===== src/rtl/ffa_pkg.sv =====
`timescale 1ns / 1ps
`default_nettype none
// ----------------------------------------------------------------------------
// ffa_pkg
// Shared types and constants of the first-fit hole allocator.
// ----------------------------------------------------------------------------
package ffa_pkg;

  localparam int FIELD_BITS       = 24;
  localparam int MAX_HOLES_DEF    = 16;
  localparam int OFFSET_BITS_DEF  = 24;
  localparam int REGION_RESET     = 65536;

  localparam logic OP_ALLOC = 1'b0;
  localparam logic OP_FREE  = 1'b1;

  localparam logic [1:0] ST_OK     = 2'd0;
  localparam logic [1:0] ST_NO_FIT = 2'd1;
  localparam logic [1:0] ST_FULL   = 2'd2;

  typedef enum logic [2:0] {
    ALU_GE,
    ALU_LT,
    ALU_ADD,
    ALU_SUB,
    ALU_SAT
  } alu_op_t;

  typedef struct packed {
    logic                  operation;
    logic [FIELD_BITS-1:0] block_size;
    logic [FIELD_BITS-1:0] free_offset;
  } req_t;

  typedef struct packed {
    logic [1:0]            status;
    logic [FIELD_BITS-1:0] block_offset;
  } rsp_t;

endpackage
`default_nettype wire


===== src/rtl/ffa_table.sv =====
`timescale 1ns / 1ps
`default_nettype none
// ----------------------------------------------------------------------------
// ffa_table
// Hole table storage: one write port, one registered read port.
// ----------------------------------------------------------------------------
module ffa_table #(
  parameter int DEPTH = 16,
  parameter int AW    = 4,
  parameter int DW    = 48
) (
  input  wire logic          clk,
  input  wire logic          we,
  input  wire logic [AW-1:0] waddr,
  input  wire logic [DW-1:0] wdata,
  input  wire logic [AW-1:0] raddr,
  output logic      [DW-1:0] rdata
);

  logic [DW-1:0] mem [DEPTH];

  always_ff @(posedge clk) begin
    if (we) begin
      mem[waddr] <= wdata;
    end
    rdata <= mem[raddr];
  end

endmodule
`default_nettype wire


===== src/rtl/ffa_alu.sv =====
`timescale 1ns / 1ps
`default_nettype none
// ----------------------------------------------------------------------------
// ffa_alu
// Shared add, subtract and compare unit used by the allocator sequencer.
// ----------------------------------------------------------------------------
module ffa_alu #(
  parameter int OW = 24
) (
  input  ffa_pkg::alu_op_t  op,
  input  wire logic [OW-1:0] a,
  input  wire logic [OW-1:0] b,
  input  wire logic [OW-1:0] c,
  output logic      [OW-1:0] res,
  output logic               flag
);

  import ffa_pkg::*;

  logic [OW:0]   sum;
  logic [OW-1:0] diff;

  assign sum  = {1'b0, a} + {1'b0, b};
  assign diff = a - b;

  always_comb begin
    res  = '0;
    flag = 1'b0;
    case (op)
      ALU_GE: begin
        flag = (a >= b);
      end
      ALU_LT: begin
        flag = (a < b);
      end
      ALU_ADD: begin
        res  = sum[OW-1:0];
        flag = (sum == {1'b0, c});
      end
      ALU_SUB: begin
        res  = diff;
        flag = (diff == '0);
      end
      ALU_SAT: begin
        res = sum[OW] ? '1 : sum[OW-1:0];
      end
      default: begin
        res  = '0;
        flag = 1'b0;
      end
    endcase
  end

endmodule
`default_nettype wire


===== src/rtl/first_fit_hole_allocator.sv =====
`timescale 1ns / 1ps
`default_nettype none
// ----------------------------------------------------------------------------
// first_fit_hole_allocator
// Keeps a sorted table of free holes; allocates first fit and frees with
// coalescing of contiguous holes.
// ----------------------------------------------------------------------------
// sequence: allocate reads and compares holes until one fits, then adds and
//   subtracts to update that hole and moves later entries down when it
//   empties; free scans for the insert point, shifts entries up to insert,
//   then checks each neighbor pair and merges contiguous ones, removing the
//   merged entry; the response is handed off from idle
// throughput: one word at a time, set by the 1R1W table and the shared alu
// reset: synchronous; the S_INIT state after reset loads the initial hole
// ----------------------------------------------------------------------------
module first_fit_hole_allocator #(
  parameter int MAX_HOLES   = ffa_pkg::MAX_HOLES_DEF,
  parameter int OFFSET_BITS = ffa_pkg::OFFSET_BITS_DEF
) (
  input  wire logic                             clk,
  input  wire logic                             rst,
  input  wire logic                             req_valid,
  output logic                                  req_ready,
  input  ffa_pkg::req_t                         req,
  output logic                                  rsp_valid,
  input  wire logic                             rsp_ready,
  output ffa_pkg::rsp_t                         rsp,
  input  wire logic                             cfg_valid,
  output logic                                  cfg_ready,
  input  wire logic [ffa_pkg::FIELD_BITS-1:0]   cfg_data
);

  import ffa_pkg::*;

  localparam int OW = OFFSET_BITS;
  localparam int CW = $clog2(MAX_HOLES + 1);
  localparam int IW = $clog2(MAX_HOLES);
  localparam int DW = 2 * OW;
  localparam logic [OW-1:0] REGION_INIT = OW'(REGION_RESET);
  localparam logic [CW-1:0] FULL_COUNT  = CW'(MAX_HOLES);

  typedef enum logic [3:0] {
    S_INIT,
    S_IDLE,
    S_A_RD,
    S_A_CMP,
    S_A_ADD,
    S_A_SUB,
    S_DR,
    S_DR_WR,
    S_F_RD,
    S_F_CMP,
    S_SH,
    S_SH_WR,
    S_C_CHK,
    S_C_RDB,
    S_C_CMP,
    S_C_MRG
  } state_t;

  state_t state;
  state_t state_done;

  logic          op;
  logic [OW-1:0] size;
  logic [OW-1:0] where_off;
  logic [CW-1:0] idx;
  logic [CW-1:0] k;
  logic [CW-1:0] count;
  logic [OW-1:0] a_start;
  logic [OW-1:0] a_len;
  logic [OW-1:0] b_len;
  logic [OW-1:0] new_start;
  logic [OW-1:0] off;
  logic [1:0]    status;
  logic          pending;
  logic          rsp_load;

  logic          we;
  logic [IW-1:0] waddr;
  logic [DW-1:0] wdata;
  logic [IW-1:0] raddr;
  logic [DW-1:0] rdata;
  logic [OW-1:0] rstart;
  logic [OW-1:0] rlen;
  logic [CW-1:0] k_inc;
  logic [CW-1:0] k_dec;
  logic [CW-1:0] idx_inc;

  alu_op_t       alu_op;
  logic [OW-1:0] alu_a;
  logic [OW-1:0] alu_b;
  logic [OW-1:0] alu_c;
  logic [OW-1:0] alu_res;
  logic          alu_flag;

  logic [OW-1:0] req_size;
  logic [OW-1:0] req_where;
  logic [OW-1:0] cfg_region;

  assign state_done = S_IDLE;

  assign rstart     = rdata[DW-1:OW];
  assign rlen       = rdata[OW-1:0];
  assign k_inc      = k + 1'b1;
  assign k_dec      = k - 1'b1;
  assign idx_inc    = idx + 1'b1;
  assign req_size   = OW'(req.block_size);
  assign req_where  = OW'(req.free_offset);
  assign cfg_region = OW'(cfg_data);

  assign req_ready = (state == S_IDLE) && !pending && !cfg_valid;
  assign cfg_ready = (state == S_IDLE) && !pending;
  assign rsp_load  = (state == S_IDLE) && pending && (!rsp_valid || rsp_ready);

  ffa_table #(
    .DEPTH (MAX_HOLES),
    .AW    (IW),
    .DW    (DW)
  ) u_table (
    .clk   (clk),
    .we    (we),
    .waddr (waddr),
    .wdata (wdata),
    .raddr (raddr),
    .rdata (rdata)
  );

  ffa_alu #(
    .OW (OW)
  ) u_alu (
    .op   (alu_op),
    .a    (alu_a),
    .b    (alu_b),
    .c    (alu_c),
    .res  (alu_res),
    .flag (alu_flag)
  );

  // table port and alu operand selection
  always_comb begin
    we     = 1'b0;
    waddr  = '0;
    wdata  = '0;
    raddr  = '0;
    alu_op = ALU_GE;
    alu_a  = '0;
    alu_b  = '0;
    alu_c  = '0;
    case (state)
      S_INIT: begin
        we    = 1'b1;
        wdata = {{OW{1'b0}}, REGION_INIT};
      end
      S_IDLE: begin
        if (cfg_valid && !pending) begin
          we    = 1'b1;
          wdata = {{OW{1'b0}}, cfg_region};
        end
      end
      S_A_RD: begin
        raddr = idx[IW-1:0];
      end
      S_A_CMP: begin
        alu_op = ALU_GE;
        alu_a  = rlen;
        alu_b  = size;
      end
      S_A_ADD: begin
        alu_op = ALU_ADD;
        alu_a  = a_start;
        alu_b  = size;
      end
      S_A_SUB: begin
        alu_op = ALU_SUB;
        alu_a  = a_len;
        alu_b  = size;
        if (!alu_flag) begin
          we    = 1'b1;
          waddr = idx[IW-1:0];
          wdata = {new_start, alu_res};
        end
      end
      S_DR: begin
        raddr = k_inc[IW-1:0];
      end
      S_DR_WR: begin
        we    = 1'b1;
        waddr = k[IW-1:0];
        wdata = rdata;
      end
      S_F_RD: begin
        raddr = idx[IW-1:0];
      end
      S_F_CMP: begin
        alu_op = ALU_LT;
        alu_a  = rstart;
        alu_b  = where_off;
      end
      S_SH: begin
        raddr = k_dec[IW-1:0];
        if (k <= idx) begin
          we    = 1'b1;
          waddr = idx[IW-1:0];
          wdata = {where_off, size};
        end
      end
      S_SH_WR: begin
        we    = 1'b1;
        waddr = k[IW-1:0];
        wdata = rdata;
      end
      S_C_CHK: begin
        raddr = idx[IW-1:0];
      end
      S_C_RDB: begin
        raddr = idx_inc[IW-1:0];
      end
      S_C_CMP: begin
        alu_op = ALU_ADD;
        alu_a  = a_start;
        alu_b  = a_len;
        alu_c  = rstart;
      end
      S_C_MRG: begin
        alu_op = ALU_SAT;
        alu_a  = a_len;
        alu_b  = b_len;
        we     = 1'b1;
        waddr  = idx[IW-1:0];
        wdata  = {a_start, alu_res};
      end
      default: begin
        we = 1'b0;
      end
    endcase
  end

  always_ff @(posedge clk) begin
    if (rst) begin
      state     <= S_INIT;
      count     <= '0;
      pending   <= 1'b0;
      rsp_valid <= 1'b0;
    end else begin
      if (rsp_valid && rsp_ready && !rsp_load) begin
        rsp_valid <= 1'b0;
      end
      case (state)
        S_INIT: begin
          count <= CW'(REGION_INIT != '0);
          state <= S_IDLE;
        end
        S_IDLE: begin
          if (pending) begin
            if (rsp_load) begin
              rsp_valid         <= 1'b1;
              rsp.status        <= status;
              rsp.block_offset  <= FIELD_BITS'(off);
              pending           <= 1'b0;
            end
          end else if (cfg_valid) begin
            count <= CW'(cfg_region != '0);
          end else if (req_valid) begin
            op        <= req.operation;
            size      <= req_size;
            where_off <= req_where;
            idx       <= '0;
            off       <= '0;
            status    <= ST_OK;
            if (req.operation == OP_ALLOC) begin
              if (count == '0) begin
                status  <= ST_NO_FIT;
                pending <= 1'b1;
              end else begin
                state <= S_A_RD;
              end
            end else if (req_size == '0) begin
              pending <= 1'b1;
            end else if (count == FULL_COUNT) begin
              status  <= ST_FULL;
              pending <= 1'b1;
            end else begin
              state <= S_F_RD;
            end
          end
        end
        S_A_RD: begin
          state <= S_A_CMP;
        end
        S_A_CMP: begin
          if (alu_flag) begin
            a_start <= rstart;
            a_len   <= rlen;
            off     <= rstart;
            if (size == '0) begin
              pending <= 1'b1;
              state   <= state_done;
            end else begin
              state <= S_A_ADD;
            end
          end else if (idx_inc >= count) begin
            status  <= ST_NO_FIT;
            pending <= 1'b1;
            state   <= state_done;
          end else begin
            idx   <= idx_inc;
            state <= S_A_RD;
          end
        end
        S_A_ADD: begin
          new_start <= alu_res;
          state     <= S_A_SUB;
        end
        S_A_SUB: begin
          if (alu_flag) begin
            k     <= idx;
            state <= S_DR;
          end else begin
            pending <= 1'b1;
            state   <= state_done;
          end
        end
        S_DR: begin
          if (k_inc < count) begin
            state <= S_DR_WR;
          end else begin
            count <= count - 1'b1;
            if (op == OP_FREE) begin
              state <= S_C_CHK;
            end else begin
              pending <= 1'b1;
              state   <= state_done;
            end
          end
        end
        S_DR_WR: begin
          k     <= k_inc;
          state <= S_DR;
        end
        S_F_RD: begin
          if (idx == count) begin
            k     <= count;
            state <= S_SH;
          end else begin
            state <= S_F_CMP;
          end
        end
        S_F_CMP: begin
          if (alu_flag) begin
            idx   <= idx_inc;
            state <= S_F_RD;
          end else begin
            k     <= count;
            state <= S_SH;
          end
        end
        S_SH: begin
          if (k > idx) begin
            state <= S_SH_WR;
          end else begin
            count <= count + 1'b1;
            idx   <= '0;
            state <= S_C_CHK;
          end
        end
        S_SH_WR: begin
          k     <= k_dec;
          state <= S_SH;
        end
        S_C_CHK: begin
          if (idx_inc < count) begin
            state <= S_C_RDB;
          end else begin
            pending <= 1'b1;
            state   <= state_done;
          end
        end
        S_C_RDB: begin
          a_start <= rstart;
          a_len   <= rlen;
          state   <= S_C_CMP;
        end
        S_C_CMP: begin
          if (alu_flag) begin
            b_len <= rlen;
            state <= S_C_MRG;
          end else begin
            idx   <= idx_inc;
            state <= S_C_CHK;
          end
        end
        S_C_MRG: begin
          k     <= idx_inc;
          state <= S_DR;
        end
        default: begin
          state <= S_IDLE;
        end
      endcase
    end
  end

endmodule
`default_nettype wire

===== config.mk =====
export PLATFORM = sky130hd
export DESIGN_NAME = first_fit_hole_allocator
export DESIGN_NICKNAME = d
export VERILOG_FILES = /design/src/rtl/ffa_pkg.sv /design/src/rtl/ffa_table.sv /design/src/rtl/ffa_alu.sv /design/src/rtl/first_fit_hole_allocator.sv
export SDC_FILE = /design/constraint.sdc
export NUM_CORES = 2
export LEC_CHECK = 0
export BUFFER_PORTS_ARGS = -buffer_cell sky130_fd_sc_hd__buf_2
export CAP_MARGIN = 25
export CORE_ASPECT_RATIO = 1.5
export CORE_MARGIN = 3
export CORE_UTILIZATION = 45
export CTS_CLUSTER_SIZE = 25
export DETAILED_ROUTE_END_ITERATION = 8
export PLACE_DENSITY = 0.72
export SLEW_MARGIN = 15
export SYNTH_ARGS = -nofsm -noshare
export SYNTH_HDL_FRONTEND = slang
export SYNTH_SLANG_ARGS = --single-unit

===== constraint.sdc =====
create_clock -name clk -period 8.8 [get_ports clk]
set_clock_uncertainty 0.05 [all_clocks]
set_input_delay 0.44 -clock clk [delete_from_list [all_inputs] [get_ports clk]]
set_output_delay 0.44 -clock clk [all_outputs]
set_load 0.01 [all_outputs]

**Yosys cells after proc, flatten, opt, wreduce, memory -nomap -nowiden**

Memory sizes are Yosys's and may differ from the RTL's. A register that Yosys moved wholly into a read port is not among the register bits.
Cells that the tools add are included.

- Reduce and logical (&&, ||, !) cells: 44
- Mux-type cells: 96
- Bitwise logic cells: 3
- Eq/ne operators: 45
- Order comparisons: 7
- $add $sub $neg: 7

Operators by type and width:

| cell | number |
|---|---|
| 48-bit one-hot mux with 6 select lines | 1 |
| 24-bit 2-to-1 mux | 8 |
| 24-bit one-hot mux with 4 select lines | 2 |
| 24-bit one-hot mux with 2 select lines | 3 |
| 48-bit 2-to-1 mux | 2 |
| 5-bit 2-to-1 mux | 15 |
| 24-bit zero test | 3 |
| 24-bit one-hot mux with 3 select lines | 1 |
| 4-bit one-hot mux with 15 select lines | 1 |
| 4-bit 2-to-1 mux | 13 |
| 2-bit != test (second input constant) | 18 |
| 4-bit equality test (second input constant) | 8 |
| 4-bit one-hot mux with 4 select lines | 2 |
| 5-bit one-hot mux with 6 select lines | 1 |
| 24-bit by 24-bit adder with 25-bit output | 1 |
| 25-bit by 24-bit equality test with 1-bit output | 1 |
| 1-bit 2-to-1 mux | 25 |
| 5-bit one-hot mux with 5 select lines | 1 |
| 24-bit >= comparator | 1 |
| 24-bit < comparator | 1 |
| 2-bit 2-to-1 mux | 12 |
| 24-bit nonzero test | 1 |
| 24-bit subtractor | 1 |
| 5-bit one-hot mux with 4 select lines | 1 |
| other kinds (41) | 79 |

- Memory bits (writable): 768
- Memories: 1
- Register bits: 218
- Output and inout bits: 29
- Logic and storage cells: 220
- Input bits: 78

Memory list:

| name | words | bits a word | rd ports | clocked after Yosys merged registers in | wr ports | RTL line | text |
|---|---|---|---|---|---|---|---|
| u_table.mem | 16 | 48 | 1 | 1 | 1 | ffa_table.sv:20 | `logic [DW-1:0] mem [DEPTH];` |

**Logic depth before layout (Yosys ltp)**

- Depth after elaboration: 10
- Depth in mapped cells: 25

**Modules after synthesis**

A second synthesis with hierarchy kept.

- Cells, all modules: 2,732
- Area, all modules: 44,244.9 um^2

Modules (own cells, without submodules):

| module | sequential area each (um^2) | times used | cells an instance | area each (um^2) |
|---|---|---|---|---|
| ffa_table | 24,023.0 | 1 | 1,242 | 29,694.7 |
| first_fit_hole_allocator | 6,436.2 | 1 | 926 | 10,776.6 |
| ffa_alu | 0.0 | 1 | 564 | 3,773.6 |

**Least setup slack after synthesis**

OpenSTA, ideal clock, no wires.

- Path type: reg-to-reg
- Start: register state[2]
- End: register a_len[0], enable pin
- Data arrival time: 7,197 ps
- Setup time: 470 ps
- Period minus slack after synthesis: 7,716 ps
- Slack: 1,084 ps
- Cell stages (with the launch flop): 20
- Path through: dfxtp_1 -> buf_1 -> clkinv_1 -> nor3_1 -> a22oi_1 -> and2_1 -> ha_1 -> fa_1 -> nand2b_1 -> a21oi_2 -> o21a_1 -> nor2_1 -> or4_1 -> or4_1 -> nor4b_2 -> nand4_1 -> nand2_1 -> a21oi_2 -> nand2b_1 -> a21oi_1

- Word-level cells in the longest chain between the ends: 8
- Elaborated cells between the ends (all ways): 28
- Those cells by class: 2 x add/sub; 2 x order compare; 12 x eq/ne; 5 x mux; 7 x reduce/logical

Ends and longest elaborated chain:

| what | RTL line | text |
|---|---|---|
| start, declared | first_fit_hole_allocator.sv:61 | `state_t state;` |
| start signal, assigned | first_fit_hole_allocator.sv:298 | `state <= state_done;` |
| start signal, assigned | first_fit_hole_allocator.sv:305 | `state <= state_done;` |
| start signal, assigned | first_fit_hole_allocator.sv:321 | `state <= state_done;` |
| 4-bit by 3-bit equality test with 1-bit output (tied with other cells) | first_fit_hole_allocator.sv:150 | `case (state)` |
| 3-bit OR reduction (no line) or 2-bit OR reduction (tied branches) | -- |  |
| 24-bit one-hot mux with 4 select lines | first_fit_hole_allocator.sv:150 |  |
| 24-bit by 24-bit adder with 25-bit output or 24-bit subtractor (tied branches) | ffa_alu.sv:23, ffa_alu.sv:24 |  |
| 25-bit by 24-bit equality test with 1-bit output or 24-bit zero test (tied branches) | ffa_alu.sv:38, ffa_alu.sv:42 |  |
| 1-bit one-hot mux with 4 select lines | ffa_alu.sv:29 | `case (op)` |
| 2-bit != test (no line) | -- |  |
| 3-bit AND reduction (no line) (*) | -- |  |
| end signal, assigned | first_fit_hole_allocator.sv:294 | `a_len <= rlen;` |
| end signal, assigned | first_fit_hole_allocator.sv:381 | `a_len <= rlen;` |
| end, declared | first_fit_hole_allocator.sv:71 | `logic [OW-1:0] a_len;` |

Every way passes the cells marked *; elsewhere a longest branch is shown, timed or not.
A chain may end at the register's enable or synchronous reset.

**Worst setup path after layout**

- Start: register state[2]
- End: register a_start[1], enable pin

- Word-level cells in the longest chain between the ends: 8
- Elaborated cells between the ends (all ways): 28
- Those cells by class: 2 x add/sub; 2 x order compare; 12 x eq/ne; 5 x mux; 7 x reduce/logical

Ends and longest elaborated chain:

| what | RTL line | text |
|---|---|---|
| 4-bit by 3-bit equality test with 1-bit output (tied with other cells) | first_fit_hole_allocator.sv:150 |  |
| 3-bit OR reduction (no line) or 2-bit OR reduction (tied branches) | -- |  |
| 24-bit one-hot mux with 4 select lines | first_fit_hole_allocator.sv:150 |  |
| 24-bit by 24-bit adder with 25-bit output or 24-bit subtractor (tied branches) | ffa_alu.sv:23, ffa_alu.sv:24 |  |
| 25-bit by 24-bit equality test with 1-bit output or 24-bit zero test (tied branches) | ffa_alu.sv:38, ffa_alu.sv:42 |  |
| 1-bit one-hot mux with 4 select lines | ffa_alu.sv:29 |  |
| 2-bit != test (no line) | -- |  |
| 3-bit AND reduction (no line) (*) | -- |  |
| end signal, assigned | first_fit_hole_allocator.sv:293 | `a_start <= rstart;` |
| end signal, assigned | first_fit_hole_allocator.sv:380 | `a_start <= rstart;` |
| end, declared | first_fit_hole_allocator.sv:70 | `logic [OW-1:0] a_start;` |

Marks and branches as above.

==> results.py <==
metrics = {
    "global_routing": {
        "grt_pass1_vias": 31926,
        "grt_overflow": 0,
        "antenna_found_initial": 6,
        "grt_pass1_wl_um": 213000,
        "grt_max_degree": 169,
        "track_usage": 0.270,
    },
    "detailed_routing": {
        "wl_um": 146000,
        "via_per_inst": 6.38,
        "wire_per_inst_um": 28.2,
        "met1Wirelength_um": 53100,
        "wl_met3_um": 11400,
        "top_layer_used": "met5",
        "first_iter_violations": 4563,
        "ant_nets": 0,
        "vias": 33083,
        "route.met2.wl_um": 71800,
        "remaining_drc_errors": 0,
        "dr.pass1.iters": 7,
    },
    "floorplan": {
        "initial_core_util": 0.456,
        "die_w_um": 268,
        "top_level_ports": 107,
        "die_h_um": 399,
        "num_rows": 143,
        "die-area_mm2": 0.107,
        "coreArea_mm2": 0.102,
    },
    "yosys": {
        "synthCells": 3733,
        "synth_edf_count": 975,
        "syn_nets": 3882,
        "synth.distinct_cells": 93,
        "synth_warnings": 0,
        "ys.flop_type": "edfxtp_1",
        "syn_area_per_cell_um2": 12.4,
        "synth-seq-cells": 1034,
        "synth_area_mm2": 0.0464,
        "yosysSeqAreaShare": 0.657,
        "synthArstFlopShare": 0,
    },
    "power_and_ir_drop": {
        "ir_drop_mv": 0.144,
        "power.leakage_nw": 18.1,
        "power_density_mw_per_mm2": 203,
    },
    "worst_setup_path": {
        "worst_ep_arrival_time_ns": 8.38,
        "reg2reg_depth": 22,
        "cp.required_ns": 9.04,
        "worstPathMaxFanout": 48,
        "crit_buf_inv": 4,
        "r2r_slack_ns": 0.66,
        "crit_chain": "buf_4 -> nor2b_1 -> nand2_4 -> nand2_1 -> a22oi_1 -> and2_1 -> ha_1 -> fa_1 -> xnor2_1 -> nor2_1 -> o2111ai_1 -> or4_1 -> or4_1 -> nor4b_2 -> nand4_1 -> buf_4 -> buf_4 -> nand2_1 -> a21oi_2 -> nand2b_1 -> a21oi_4 -> buf_4",
        "crit_path_frequent_cell": "buf_4",
        "max_stage_delay_ns": 0.78,
        "reg2reg_from": "state[2]",
        "reg2reg_to": "a_start[1]",
        "crit_family": "simple AND/OR/NAND/NOR gates",
        "crit_slowest_cell": "nor2_1",
        "setup.worst_path.end_class": "flop",
        "cp-start-kind": "flop",
        "criticalPathCategory": "flop to flop",
    },
    "clock_tree": {
        "root_buffer": "clkbuf_16",
        "numClockSinks": 1034,
        "cts_tree": "built",
        "cts-buffers-inserted": 91,
        "clock_latency_ns": 0.68,
        "clkTransAtPathRegs_ns": 0.07,
        "cts-resized-gates": 0,
        "h-tree-depth": 3,
        "clock_path_buffers": 3,
    },
    "sta": {
        "fin_tns_setup_ns": 0,
        "fin_hold_ws_ns": 0.0630,
        "hold_violations": 0,
        "rsz0062_at_grt": "false",
        "maxSlewViolCount": 0,
        "clock.fmax_mhz": 123,
        "finalCritPeriodShare": 0.925,
        "worst_pin_slew_ns": 1.19,
        "slew_headroom": 0.199,
        "setup_viol": 0,
        "period_needed_ns": 8.14,
    },
    "worst_hold_path": {
        "hold_start": "req[10]",
        "hold_class": "primary input to flop",
        "whs_path_depth": 1,
        "hold_end": "where_off[10]",
    },
    "place": {
        "place.detailed.hpwl_um": 96200,
        "port_buffers": 106,
        "place.gp.congestion": 1.06,
    },
    "flow_run": {
        "max-cap-violations": 0,
    },
    "layout": {
        "drive_gt1_frac": 0.107,
        "fin_nets": 3956,
        "area_growth_pct": 12.5,
        "n_fill_cell": 8513,
    },
    "status": {
        "outcome": "finished, final reports clean",
    },
}
[layout by cell type, fill, tap and decap left out, drive strengths merged, types with 98 or more instances in the layout]
master and instances:
and2 227, a31oi 112, a211oi 249, buf 201, a311oi 98, edfxtp 975
clkbuf 111, nand2 553, nor2 121, a21oi 187, o21ai 100
[registers in the layout, summed over array words and instances, names as in the netlist, 24 cells and up]
signal         flops
a_len             24
a_start           24
b_len             24
new_start         24
off               24
rsp               26
size              24
u_table.mem      768
u_table.rdata     48
where_off         24
[routing by layer]
layer | track usage | vias up
met4 | 0.163 | 2
met1 | 0.328 | 16324
met3 | 0.0431 | 436
li1 | - | 14529
met5 | 0 | -
met2 | 0.454 | 1792
[cells by family after synthesis]
kind of cell	count (synthesis)	synth area share
flip-flops	1034	0.657
AO/OA/AOI/OAI	1021	0.157
XOR/XNOR	62	0.0131
AND/OR/NAND/NOR	1190	0.124
multiplexers	6	0.00132
adder cells (fa/ha/maj)	71	0.0196
buffers and inverters	349	0.0288
[where the power goes]
part / switching [mW] / leakage [nW] / internal (mW)
clock: 1.79 / 1.47 / 2.24
sequential: 0.127 / 9.53 / 5.47
combinational: 0.663 / 7.07 / 0.325
[through the flow]
step	power [mW]	setup slack (ns)	cell area (µm²)	util	instances
floorplan	6.21	1.08	46400	-	3733
global placement	6.64	1.30	48700	0.478	4967
detailed placement	6.64	1.27	48700	0.478	4968
CTS	10.6	1.24	52100	0.512	5183
global route	10.9	0.541	52200	0.512	5187
finish	10.6	0.664	52200	0.512	5188
[worst max-delay path by stage]
stage | startpoint | cells after the start | to
after floorplan | state[2] | 19 | a_len[0]
after global placement | state[0] | 19 | a_start[4]
after detailed placement | state[2] | 22 | a_start[5]
after CTS | state[2] | 22 | a_start[1]
after global routing | state[2] | 22 | a_len[9]
final | state[2] | 22 | a_start[1]
[synthesized netlist by cell type (8+ instances only)]
master	instances	area [µm²]
a21oi_1	184	921
o211ai_1	27	203
a21o_1	11	82.6
a22oi_1	55	413
or2_2	10	62.6
inv_1	76	285
xnor2_1	47	412
nand2b_1	10	62.6
clkbuf_1	244	916
dfxtp_1	59	1180
edfxtp_1	975	29300
a222oi_1	64	641
o31ai_1	9	67.6
nor2_1	121	454
a31oi_1	109	682
o21ai_0	96	480
buf_2	9	45.0
ha_1	68	851
nand3b_1	12	90.1
o21a_1	9	67.6
buf_1	13	48.8
o21bai_1	9	67.6
o22ai_1	13	81.3
xor2_1	10	87.6
nand3_1	69	345
a311oi_1	98	858
nand4_1	23	144
a211oi_1	249	1870
o221ai_1	9	78.8
nand2_1	552	2070
and3_1	34	213
nor4_1	34	213
a221oi_1	8	70.1
nor3_1	32	160
or3_1	12	75.1
and2_1	227	1420
nor2b_1	26	163
[final cells by class]
cell class / count / area [µm²] / area share
multi-input combinational: 2350 / 14900 / 0.285
tap: 1305 / 1630 / 0.0313
sequential: 1034 / 30500 / 0.584
timing repair buffer: 250 / 1930 / 0.0370
inverter: 80 / 300 / 0.00576
clock inverter: 57 / 562 / 0.0108
antenna: 2 / 5.00 / 0.0000959
clock buffer: 110 / 2410 / 0.0462
[timing repair]
item | in CTS | in global routing
hold buffers | 48 | 0
buffers inserted | 0 | 0
endpoints found under the hold margin | 48 | 0
endpoints found under the setup margin | 0 | 0
No activity file was read; power rests on OpenSTA's default activity.
